<file path="config.mk">
export PLATFORM = sky130hd
export DESIGN_NAME = load_shedding_controller
export DESIGN_NICKNAME = d
export VERILOG_FILES = /design/src/sv/lsc_pkg.sv /design/src/sv/lsc_timer.sv /design/src/sv/load_shedding_controller.sv
export SDC_FILE = /design/constraint.sdc
export NUM_CORES = 1
export LEC_CHECK = 0
export BUFFER_PORTS_ARGS = -buffer_cell sky130_fd_sc_hd__buf_4
export CAP_MARGIN = 20
export CORE_AREA = 3 3 97 108
export CTS_CLUSTER_DIAMETER = 40
export DETAILED_ROUTE_END_ITERATION = 7
export DIE_AREA = 0 0 100 111
export GPL_TIMING_DRIVEN = 1
export PLACE_DENSITY = 0.69
export SLEW_MARGIN = 20
export SYNTH_ARGS = -nofsm -noshare
export SYNTH_HDL_FRONTEND = slang
export SYNTH_HIERARCHICAL = 1
export SYNTH_SLANG_ARGS = --single-unit
</file>
<file path="constraint.sdc">
create_clock -name clk_i -period 5.9 [get_ports clk_i]
set_input_delay 1.18 -clock clk_i [delete_from_list [all_inputs] [get_ports clk_i]]
set_output_delay 1.18 -clock clk_i [all_outputs]
set_load 0.02 [all_outputs]
</file>
<file path="src/sv/lsc_pkg.sv">
// Shared types and constants for the load shedding controller.
package lsc_pkg;

  // Width of the period register and the tick counter
  localparam int unsigned TimerW = 16;

  // Period after reset, in ticks
  localparam logic [TimerW-1:0] PeriodReset = 16'd500;

  // Per-item commands from the shedding logic to the timer
  typedef struct packed {
    logic tick;           // count one timer tick
    logic restart;        // clear the count and start the timer
    logic clear_elapsed;  // consume a pending period expiry
  } lsc_timer_ctrl_t;

endpackage

</file>
<file path="src/sv/lsc_timer.sv">
// Auto-reload period timer with expiry flag and period register.
module lsc_timer (
  input  logic                        clk_i,
  input  logic                        rst_ni,
  input  logic                        cfg_we_i,
  input  logic [lsc_pkg::TimerW-1:0]  cfg_wdata_i,
  input  lsc_pkg::lsc_timer_ctrl_t    ctrl_i,
  output logic                        elapsed_o
);
  import lsc_pkg::*;

  logic [TimerW-1:0] period_q;
  logic [TimerW-1:0] cnt_q, cnt_d;
  logic              running_q, running_d;
  logic              elapsed_q, elapsed_d;
  logic [TimerW-1:0] per_eff;
  logic [TimerW-1:0] cnt_inc;

  // Treat a zero period as one tick
  assign per_eff = (period_q == '0) ? TimerW'(1) : period_q;
  assign cnt_inc = cnt_q + TimerW'(1);

  // Count ticks, reload on expiry, apply restarts
  always_comb begin
    cnt_d     = cnt_q;
    running_d = running_q;
    elapsed_d = elapsed_q;
    if (ctrl_i.clear_elapsed) begin
      elapsed_d = 1'b0;
    end
    if (ctrl_i.restart) begin
      cnt_d     = '0;
      running_d = 1'b1;
    end
    if (ctrl_i.tick && running_q) begin
      if (cnt_inc >= per_eff) begin
        cnt_d     = '0;
        elapsed_d = 1'b1;
      end else begin
        cnt_d = cnt_inc;
      end
    end
  end

  // Hold period and timer state
  always_ff @(posedge clk_i or negedge rst_ni) begin
    if (!rst_ni) begin
      period_q  <= PeriodReset;
      cnt_q     <= '0;
      running_q <= 1'b0;
      elapsed_q <= 1'b0;
    end else begin
      if (cfg_we_i) begin
        period_q <= cfg_wdata_i;
      end
      cnt_q     <= cnt_d;
      running_q <= running_d;
      elapsed_q <= elapsed_d;
    end
  end

  assign elapsed_o = elapsed_q;

endmodule

</file>
<file path="src/sv/load_shedding_controller.sv">
// Top level: stability-driven load shedding controller with stream ports.
//
//  channel   dir  handshake                tdata (low bit up)               tuser
//  s_axis    in   s_axis_tvalid/tready     stable_flag, switch_loads,       mode
//                                          managed_mode, zero pad
//  m_axis    out  m_axis_tvalid/tready     load_enables, shedding_active,   -
//                                          zero pad
//  cfg       in   cfg_we                   period_ticks (16 bits)           -
//
// One item per cycle sustained while no result waits; an item leaves the input register
// when it fires, and its result, if any, appears in the output register on the next cycle.
// The shedding state and timer update in the single cycle the item leaves the
// input register. Reset clears the valid flags, shedding and timer state and sets the period to 500 ticks.
// An item that yields a result waits in the input register while the output
// register is full and not being taken; items without a result never wait.
module load_shedding_controller #(
  parameter  int unsigned NUM_LOADS = 5,
  localparam int unsigned InDataW   = ((NUM_LOADS + 2 + 7) / 8) * 8,
  localparam int unsigned OutDataW  = ((NUM_LOADS + 1 + 7) / 8) * 8
) (
  input  logic                        clk_i,
  input  logic                        rst_ni,
  // configuration
  input  logic                        cfg_we_i,
  input  logic [lsc_pkg::TimerW-1:0]  cfg_wdata_i,
  // input stream
  input  logic                        s_axis_tvalid_i,
  output logic                        s_axis_tready_o,
  input  logic [InDataW-1:0]          s_axis_tdata_i,  // stable_flag, switch_loads, managed_mode
  input  logic                        s_axis_tuser_i,  // mode: 0 report, 1 timer tick
  // output stream
  output logic                        m_axis_tvalid_o,
  input  logic                        m_axis_tready_i,
  output logic [OutDataW-1:0]         m_axis_tdata_o   // load_enables, shedding_active
);
  import lsc_pkg::*;

  // Input register
  logic                 in_valid_q;
  logic                 in_tick_q;
  logic                 in_stable_q;
  logic [NUM_LOADS-1:0] in_sw_q;
  logic                 in_managed_q;

  // Shedding state
  logic                 managing_q, managing_d;
  logic [NUM_LOADS-1:0] init_q, init_d;
  logic [NUM_LOADS-1:0] cur_q, cur_d;
  logic                 lws_q, lws_d;

  // Result register
  logic                 out_valid_q;
  logic [NUM_LOADS-1:0] out_loads_q;
  logic                 out_shed_q;

  logic                 has_result;
  logic                 res_shed;
  logic                 out_free;
  logic                 fire;
  logic                 s_xfer;
  logic                 elapsed;
  logic [NUM_LOADS-1:0] miss;
  logic [NUM_LOADS-1:0] restore_hot;
  lsc_timer_ctrl_t      ctrl, ctrl_gated;

  assign out_free        = !out_valid_q || m_axis_tready_i;
  assign fire            = in_valid_q && (!has_result || out_free);
  assign s_axis_tready_o = !in_valid_q || fire;
  assign s_xfer          = s_axis_tvalid_i && s_axis_tready_o;

  // Highest-numbered shed load that was initially on
  assign miss = init_q & ~cur_q;
  always_comb begin
    restore_hot = '0;
    for (int i = 0; i < NUM_LOADS; i++) begin
      if (miss[i]) begin
        restore_hot = NUM_LOADS'(1) << i;
      end
    end
  end

  // Decide the next shedding state and the result for the held item
  always_comb begin
    logic                 m;
    logic                 lws;
    logic [NUM_LOADS-1:0] ini;
    logic [NUM_LOADS-1:0] cur;
    logic                 changed;
    m          = managing_q;
    lws        = lws_q;
    ini        = init_q;
    cur        = cur_q;
    changed    = 1'b0;
    ctrl       = '0;
    has_result = 1'b0;
    res_shed   = 1'b0;
    managing_d = managing_q;
    init_d     = init_q;
    cur_d      = cur_q;
    lws_d      = lws_q;
    if (in_tick_q) begin
      ctrl.tick = 1'b1;
    end else if (!in_managed_q) begin
      // pass switches through and leave shedding
      managing_d = 1'b0;
      cur        = in_sw_q;
      has_result = 1'b1;
    end else begin
      // enter shedding on the first unstable report
      if (!in_stable_q && !m) begin
        m            = 1'b1;
        ini          = in_sw_q;
        cur          = in_sw_q;
        lws          = 1'b0;
        ctrl.restart = 1'b1;
      end
      if (m) begin
        if (in_stable_q) begin
          if (!lws) begin
            ctrl.restart = 1'b1;
          end else if (elapsed) begin
            ctrl.clear_elapsed = 1'b1;
            ctrl.restart       = 1'b1;
            if (restore_hot != '0) begin
              cur     = cur | restore_hot;
              changed = 1'b1;
            end
          end
          lws = 1'b1;
          if (cur == ini) begin
            m = 1'b0;
          end
        end else begin
          if (lws) begin
            ctrl.restart = 1'b1;
          end else if (elapsed || (cur == ini)) begin
            ctrl.clear_elapsed = 1'b1;
            ctrl.restart       = 1'b1;
            if (cur != '0) begin
              cur     = cur & (cur - NUM_LOADS'(1));
              changed = 1'b1;
            end
          end
          lws = 1'b0;
        end
      end
      managing_d = m;
      init_d     = ini;
      cur_d      = cur;
      lws_d      = lws;
      has_result = changed;
      res_shed   = m;
    end
    if (!in_managed_q || in_tick_q) begin
      // pass-through result carries the switches; current loads stay
      cur_d = cur_q;
    end
  end

  // Block timer commands unless the item leaves the input register
  assign ctrl_gated = fire ? ctrl : '0;

  lsc_timer u_timer (
    .clk_i       (clk_i),
    .rst_ni      (rst_ni),
    .cfg_we_i    (cfg_we_i),
    .cfg_wdata_i (cfg_wdata_i),
    .ctrl_i      (ctrl_gated),
    .elapsed_o   (elapsed)
  );

  // Input register: load on transfer, drop when the item fires
  always_ff @(posedge clk_i or negedge rst_ni) begin
    if (!rst_ni) begin
      in_valid_q <= 1'b0;
    end else if (s_xfer) begin
      in_valid_q <= 1'b1;
    end else if (fire) begin
      in_valid_q <= 1'b0;
    end
  end

  always_ff @(posedge clk_i) begin
    if (s_xfer) begin
      in_tick_q    <= s_axis_tuser_i;
      in_stable_q  <= s_axis_tdata_i[0];
      in_sw_q      <= s_axis_tdata_i[NUM_LOADS:1];
      in_managed_q <= s_axis_tdata_i[NUM_LOADS+1];
    end
  end

  // Shedding state: advance when the item fires
  always_ff @(posedge clk_i or negedge rst_ni) begin
    if (!rst_ni) begin
      managing_q <= 1'b0;
      init_q     <= '0;
      cur_q      <= '0;
      lws_q      <= 1'b0;
    end else if (fire) begin
      managing_q <= managing_d;
      init_q     <= init_d;
      cur_q      <= cur_d;
      lws_q      <= lws_d;
    end
  end

  // Result register: load on a firing result, drop on output transfer
  always_ff @(posedge clk_i or negedge rst_ni) begin
    if (!rst_ni) begin
      out_valid_q <= 1'b0;
    end else if (fire && has_result) begin
      out_valid_q <= 1'b1;
    end else if (m_axis_tready_i) begin
      out_valid_q <= 1'b0;
    end
  end

  always_ff @(posedge clk_i) begin
    if (fire && has_result) begin
      out_loads_q <= in_managed_q ? cur_d : in_sw_q;
      out_shed_q  <= res_shed;
    end
  end

  assign m_axis_tvalid_o = out_valid_q;
  assign m_axis_tdata_o  = OutDataW'({out_shed_q, out_loads_q});

  // Current loads never include a load outside the initial pattern
  assert property (@(posedge clk_i) disable iff (!rst_ni)
    (cur_q & ~init_q) == '0)
    else $error("current loads outside initial loads");

  // A firing result is in the output register on the next cycle
  assert property (@(posedge clk_i) disable iff (!rst_ni)
    (fire && has_result) |=> out_valid_q)
    else $error("result lost on fire");

  // A result never fires over a waiting, untaken result
  assert property (@(posedge clk_i) disable iff (!rst_ni)
    (out_valid_q && !m_axis_tready_i && in_valid_q && has_result) |-> !fire)
    else $error("result overwrote pending output");

endmodule
</file>
# Word level (Yosys, flattened, before mapping)
# Index checks and enable logic that the tools add are counted.
[totals]
word_cells = 123
out_inout_bits = 10
ff_bits = 62
[classes]
order_cmp = 1
n_bitwise = 5
eq_ne = 2
add_sub_neg = 2
n_mux = 73
reduce_logical = 24
[op_table]
columns = ["cell", "count"]
rows = [
  ["2-to-1 mux 5 bit", 23],
  ["2-to-1 mux 16 bit", 4],
  ["2-to-1 mux 1 bit", 36],
  ["adder 16 x 1 -> 16 bit, second input constant", 1],
  ["greater-or-equal comparator 16 bit", 1],
  ["zero test 16 bit", 1],
  ["2-to-1 mux 2 bit", 7],
  ["bitwise AND 5 bit", 2],
  ["equality test 5 bit", 2],
  ["nonzero test 5 bit", 2],
  ["zero test 1 bit", 6],
  ["2-to-1 mux 3 bit", 2],
  ["nonzero test 2 bit", 3],
  ["logical AND 1 bit", 5],
  ["logical OR 1 bit", 5],
  ["NOT 5 bit", 1],
  ["OR 5 bit", 1],
  ["subtractor 5 x 1 -> 5 bit, second input constant", 1],
  ["2-to-1 mux 4 bit", 1],
  ["AND reduction 3 bit", 1],
  ["AND reduction 2 bit", 1],
  ["NOT 1 bit", 1],
]

# Longest topological paths before layout
[logic_depth]
word_depth = 22
mapped_depth = 11
depth_no_buf = 10

# Cells and area by module
# Netlist, hierarchy kept.
[by_module_without_submodules]
columns = ["module", "seq_area_each_um2", "n_inst", "cells_each", "area_per_inst_um2"]
rows = [
  ["lsc_timer", 858.3, 1, 192, 1966.9],
  ["load_shedding_controller", 770.7, 1, 178, 1799.2],
]

# Worst setup path before layout
# No wires, ideal clock.
[synth_path]
path_kind = "flip-flop to output port"
start = "register cur_q[2]"
end = "output port s_axis_tready_o"
required_ns = 4.720
path_slack_ns = 2.775
arrival_ns = 1.945
path_stages_with_launch = 7
path_buffers = 0
path_cell_list = "dfrtp_1 -> xor2_1 -> or4_4 -> nor2_1 -> a21oi_2 -> o21ai_0 -> nand3_1"
[synth_via]
elab_chain_len = 17
[synth_rtl]
columns = ["element", "line", "source"]
rows = [
  ["start, declared", "load_shedding_controller.sv:48", "logic [NUM_LOADS-1:0] cur_q, cur_d;"],
  ["start signal, assigned", "load_shedding_controller.sv:202", "cur_q <= cur_d;"],
  ["NOT 5 bit", "load_shedding_controller.sv:72", "assign miss = init_q & ~cur_q;"],
  ["bitwise AND 5 bit", "load_shedding_controller.sv:72", ""],
  ["2-to-1 mux 3 bit", "load_shedding_controller.sv:76", "if (miss[i]) begin"],
  ["2-to-1 mux 4 bit", "load_shedding_controller.sv:76", ""],
  ["2-to-1 mux 5 bit", "load_shedding_controller.sv:76", ""],
  ["nonzero test 5 bit", "load_shedding_controller.sv:124", "if (restore_hot != '0) begin"],
  ["2-to-1 mux 1 bit", "load_shedding_controller.sv:124", ""],
  ["2-to-1 mux 1 bit", "load_shedding_controller.sv:121", "end else if (elapsed) begin"],
  ["2-to-1 mux 1 bit", "load_shedding_controller.sv:119", "if (!lws) begin"],
  ["2-to-1 mux 1 bit (*)", "load_shedding_controller.sv:118", "if (in_stable_q) begin"],
  ["2-to-1 mux 1 bit (*)", "load_shedding_controller.sv:117", "if (m) begin"],
  ["2-to-1 mux 1 bit (*)", "load_shedding_controller.sv:103", "end else if (!in_managed_q) begin"],
  ["2-to-1 mux 1 bit (*)", "load_shedding_controller.sv:101", "if (in_tick_q) begin"],
  ["zero test 1 bit (*)", "load_shedding_controller.sv:67", "assign fire = in_valid_q && (!has_result || out_free);"],
  ["logical OR 1 bit (*)", "load_shedding_controller.sv:67", ""],
  ["logical AND 1 bit (*)", "load_shedding_controller.sv:67", ""],
  ["logical OR 1 bit (*)", "load_shedding_controller.sv:68", "assign s_axis_tready_o = !in_valid_q || fire;"],
  ["end, declared", "load_shedding_controller.sv:28", "output logic s_axis_tready_o,"],
]
# Every way passes the cells marked *; elsewhere a longest branch is shown, timed or not. The select of a mux whose other input is x is not followed.

# Worst setup path after layout
[layout_path]
start = "register managing_q"
end = "output port s_axis_tready_o"
[layout_via]
elab_chain_len = 17
[layout_rtl]
columns = ["element", "line", "source"]
rows = [
  ["start, declared", "load_shedding_controller.sv:46", "logic managing_q, managing_d;"],
  ["start signal, assigned", "load_shedding_controller.sv:200", "managing_q <= managing_d;"],
  ["zero test 1 bit", "load_shedding_controller.sv:110", "if (!in_stable_q && !m) begin"],
  ["logical AND 1 bit", "load_shedding_controller.sv:110", ""],
  ["2-to-1 mux 5 bit", "load_shedding_controller.sv:110", ""],
  ["2-to-1 mux 5 bit", "load_shedding_controller.sv:103", ""],
  ["2-to-1 mux 5 bit", "load_shedding_controller.sv:101", ""],
  ["nonzero test 5 bit or equality test 5 bit (tied branches)", "load_shedding_controller.sv:139, load_shedding_controller.sv:136", ""],
  ["2-to-1 mux 1 bit or logical OR 1 bit (tied branches)", "load_shedding_controller.sv:139, load_shedding_controller.sv:136", ""],
  ["2-to-1 mux 1 bit", "load_shedding_controller.sv:136", "end else if (elapsed || (cur == ini)) begin"],
  ["2-to-1 mux 1 bit", "load_shedding_controller.sv:134", "if (lws) begin"],
  ["2-to-1 mux 1 bit", "load_shedding_controller.sv:118", ""],
  ["2-to-1 mux 1 bit (*)", "load_shedding_controller.sv:117", ""],
  ["2-to-1 mux 1 bit (*)", "load_shedding_controller.sv:103", ""],
  ["2-to-1 mux 1 bit (*)", "load_shedding_controller.sv:101", ""],
  ["zero test 1 bit (*)", "load_shedding_controller.sv:67", ""],
  ["logical OR 1 bit (*)", "load_shedding_controller.sv:67", ""],
  ["logical AND 1 bit (*)", "load_shedding_controller.sv:67", ""],
  ["logical OR 1 bit (*)", "load_shedding_controller.sv:68", ""],
]
# Marks and branches as above.

==> results.tsv <==
stage	metric	value	unit
pwr	overall power	1.39	mW
clock_tree	clock sinks	62	
synthesis	synthesized instance count	370	
pwr	worst IR drop on VDD	0.000143	V
sta	post-route minimum period	4.00	ns
sta	Max Fclk	250	MHz
sta	fin crit share	0.678	
clock_tree	Longest Clk Path Bufs	2	
die	row count	37	
global_routing	vias in the first global route	2859	
global_routing	initial antenna violation count	0	
synthesis	synthesis-stage register bit count	62	
sta	Slew @ Worst Pin	1.00	ns
setup_path	startpoint types	register	
synthesis	Yosys top cell by area	dfrtp_1	
synthesis	Post-synth EDFFs	14	
global_routing	gr usage total	0.150	
placed_design	dpl hpwl	5930	um
sta	Final Hold Viols	0	
clock_tree	H-tree depth	3	
synthesis	top cells by count, synth	dfrtp_1, nand2_1, o21ai_0	
clock_tree	post-CTS sizing	0	
synthesis	count leader, synth	dfrtp_1	
synthesis	Yosys warning count	6	
cells_and_area	FF+latch area	0.00163	mm^2
job	max_cap viols	0	
die	Starting Density	0.401	
placed_design	dpl ws	2.22	ns
clock_tree	Post-CTS Setup Inserts	0	
die	Die H	111	um
global_routing	first-pass GRT wire length	13500	um
synthesis	Post-synth ARST share	0.774	
cells_and_area	Multi-input gate area	0.00195	mm^2
clock_tree	Worst-path clk slew	0.07	ns
die	Core Region	0.00940	mm^2
setup_path	Arr. time, crit path	2.82	ns
sta	final setup vio count	0	
outcome	status	completed	
worst_hold_path	type of the most critical hold path	reg2reg	
clock_tree	Root Buffer	clkbuf_8	
drt	Post-Route WL	8170	um
cells_and_area	layout cells sized above 1	0.210	
die	x dimension of the die	100	um
pwr	pwr dens	325	mW/mm^2
sta	Max-slew headroom	0.327	
sta	Slew Limit Fails	0	
clock_tree	CTS tree	built	
synthesis	sequential fraction of the synthesis area	0.433	
setup_path	CP Capture Type	output port	
drt	vias per inst	5.60	
drt	via count of the routed design	2920	
placed_design	Area after DPL	0.00408	mm^2
sta	unrepaired setup endpoints after global routing	false	
sta	final clock skew	0.00570	ns
synthesis	Yosys top cell area share	0.279	
synthesis	Synth Flop Type	dfrtp_1	
cells_and_area	nets	446	
clock_tree	Clk Latency, worst-skew pair	0.33	ns
drt	Initial DRT Pass Iterations	4	
synthesis	syn avg cell area	10.2	um^2
clock_tree	TritonCTS Buffers	9	
cells_and_area	Antenna diodes	0	
setup_path	CP Data Required Time	4.72	ns
global_routing	total global routing overflow	0	
pwr	Leak Pwr	1.78	nW
die	IO Count	40	
synthesis	most area-consuming cells after synthesis	dfrtp_1, edfxtp_1, ha_1	
drt	DR DRC count	0	
sta	final worst slack	1.90	ns
cells_and_area	Filler Cell Count	893	
setup_path	CP max FO	24	
sta	setup_tns	0	ns
die	die area	0.0111	mm^2
cells_and_area	Core Util, Final	0.454	
synthesis	synth unique cells	66	
drt	Iter 0 DRT Violations	139	
placed_design	GPL Wtd Cong	0.833	
synthesis	Mapped Area	0.00377	mm^2
setup_path	Setup CP Type	reg2out	
cells_and_area	post-route cell area	0.00427	mm^2
drt	WL/cell	15.7	um
drt	residual antenna-violating net count after detailed routing	0	
clock_tree	post-cts hold buffer count	0	
global_routing	largest net degree at the start of global routing	49	
placed_design	Port Buf Inserts	36	
cells_and_area	area delta synth->final	13.3	%
[path summary, 6_finish.rpt]
path | startpoint | slack, ns | cells past startpoint | end
worst min-delay path | u_timer/running_q | 0.49 | 1 | u_timer/running_q
worst max-delay path | managing_q | 1.90 | 6 | s_axis_tready_o
min in group asynchronous | rst_ni | 0.85 | 1 | cur_q[0]
worst max register to register | managing_q | 2.56 | 8 | u_timer/cnt_q[0]
worst min register to register | u_timer/running_q | 0.49 | 1 | u_timer/running_q
max in group asynchronous | rst_ni | 4.62 | 1 | u_timer/period_q[15]
[through the flow]
stage | hold WS [ns] | std cells
global placement | 0.467 | 505
detailed placement | 0.476 | 505
CTS | 0.493 | 521
finish | 0.490 | 521
global route | 0.505 | 521
floorplan | 0.454 | 371
[state kept, by name, indices dropped and copies added (netlist names)]
register           count
u_timer/elapsed_o      1
in_stable_q            1
u_timer/running_q      1
lws_q                  1
in_managed_q           1
u_timer/cnt_q         16
m_axis_tvalid_o        1
in_sw_q                5
out_loads_q            5
managing_q             1
cur_q                  5
u_timer/period_q      16
in_valid_q             1
init_q                 5
in_tick_q              1
out_shed_q             1
[cell families after synthesis]
kind of cell / count (synthesis) / share of synthesized area
xor+xnor: 16 / 0.0372
buf+inv: 43 / 0.0518
compound gates: 100 / 0.197
mux: 14 / 0.0458
fa+ha+maj: 17 / 0.0565
other cells: 1 / 0.000996
flops: 62 / 0.433
simple gates: 117 / 0.178
[area by class of cell]
type	count	share of cell area
inverters	24	0.0211
clock buffers	11	0.0308
well taps	117	0.0343
multi-input cells	266	0.457
repair buffers	36	0.0634
clock inverters	5	0.0117
flip-flops and latches	62	0.382
[critical path, cell delays in order (launching register included)]
cell,delay (ns)
dfrtp_1,0.81
or2_1,0.46
mux2i_4,0.31
o32ai_2,0.12
o21ai_0,0.44
nand3_1,0.15
buf_4,0.19
[metal layers]
layer / GRT usage / wire length [um]
met3: 0.0403 / 430
met2: 0.261 / 4200
met5: 0 / 0
met1: 0.177 / 3360
met4: 0.0530 / 178
[cells in the final DEF (no fill, tap or decap), types with 11 or more instances in the layout]
cell       n
dfrtp_1   42
buf_4     36
nand2_1   29
o21ai_0   26
inv_1     24
nor2_1    21
a21oi_1   20
ha_1      17
a32o_1    16
edfxtp_1  14
nand3_1   11
[power breakdown]
group          switching, mW  total, mW  internal (mW)
combinational          0.225      0.433          0.208
sequential            0.0981      0.606          0.508
clock                  0.157      0.349          0.192
total                  0.480       1.39          0.907
Note: power is estimated with default switching activity, not from simulation.
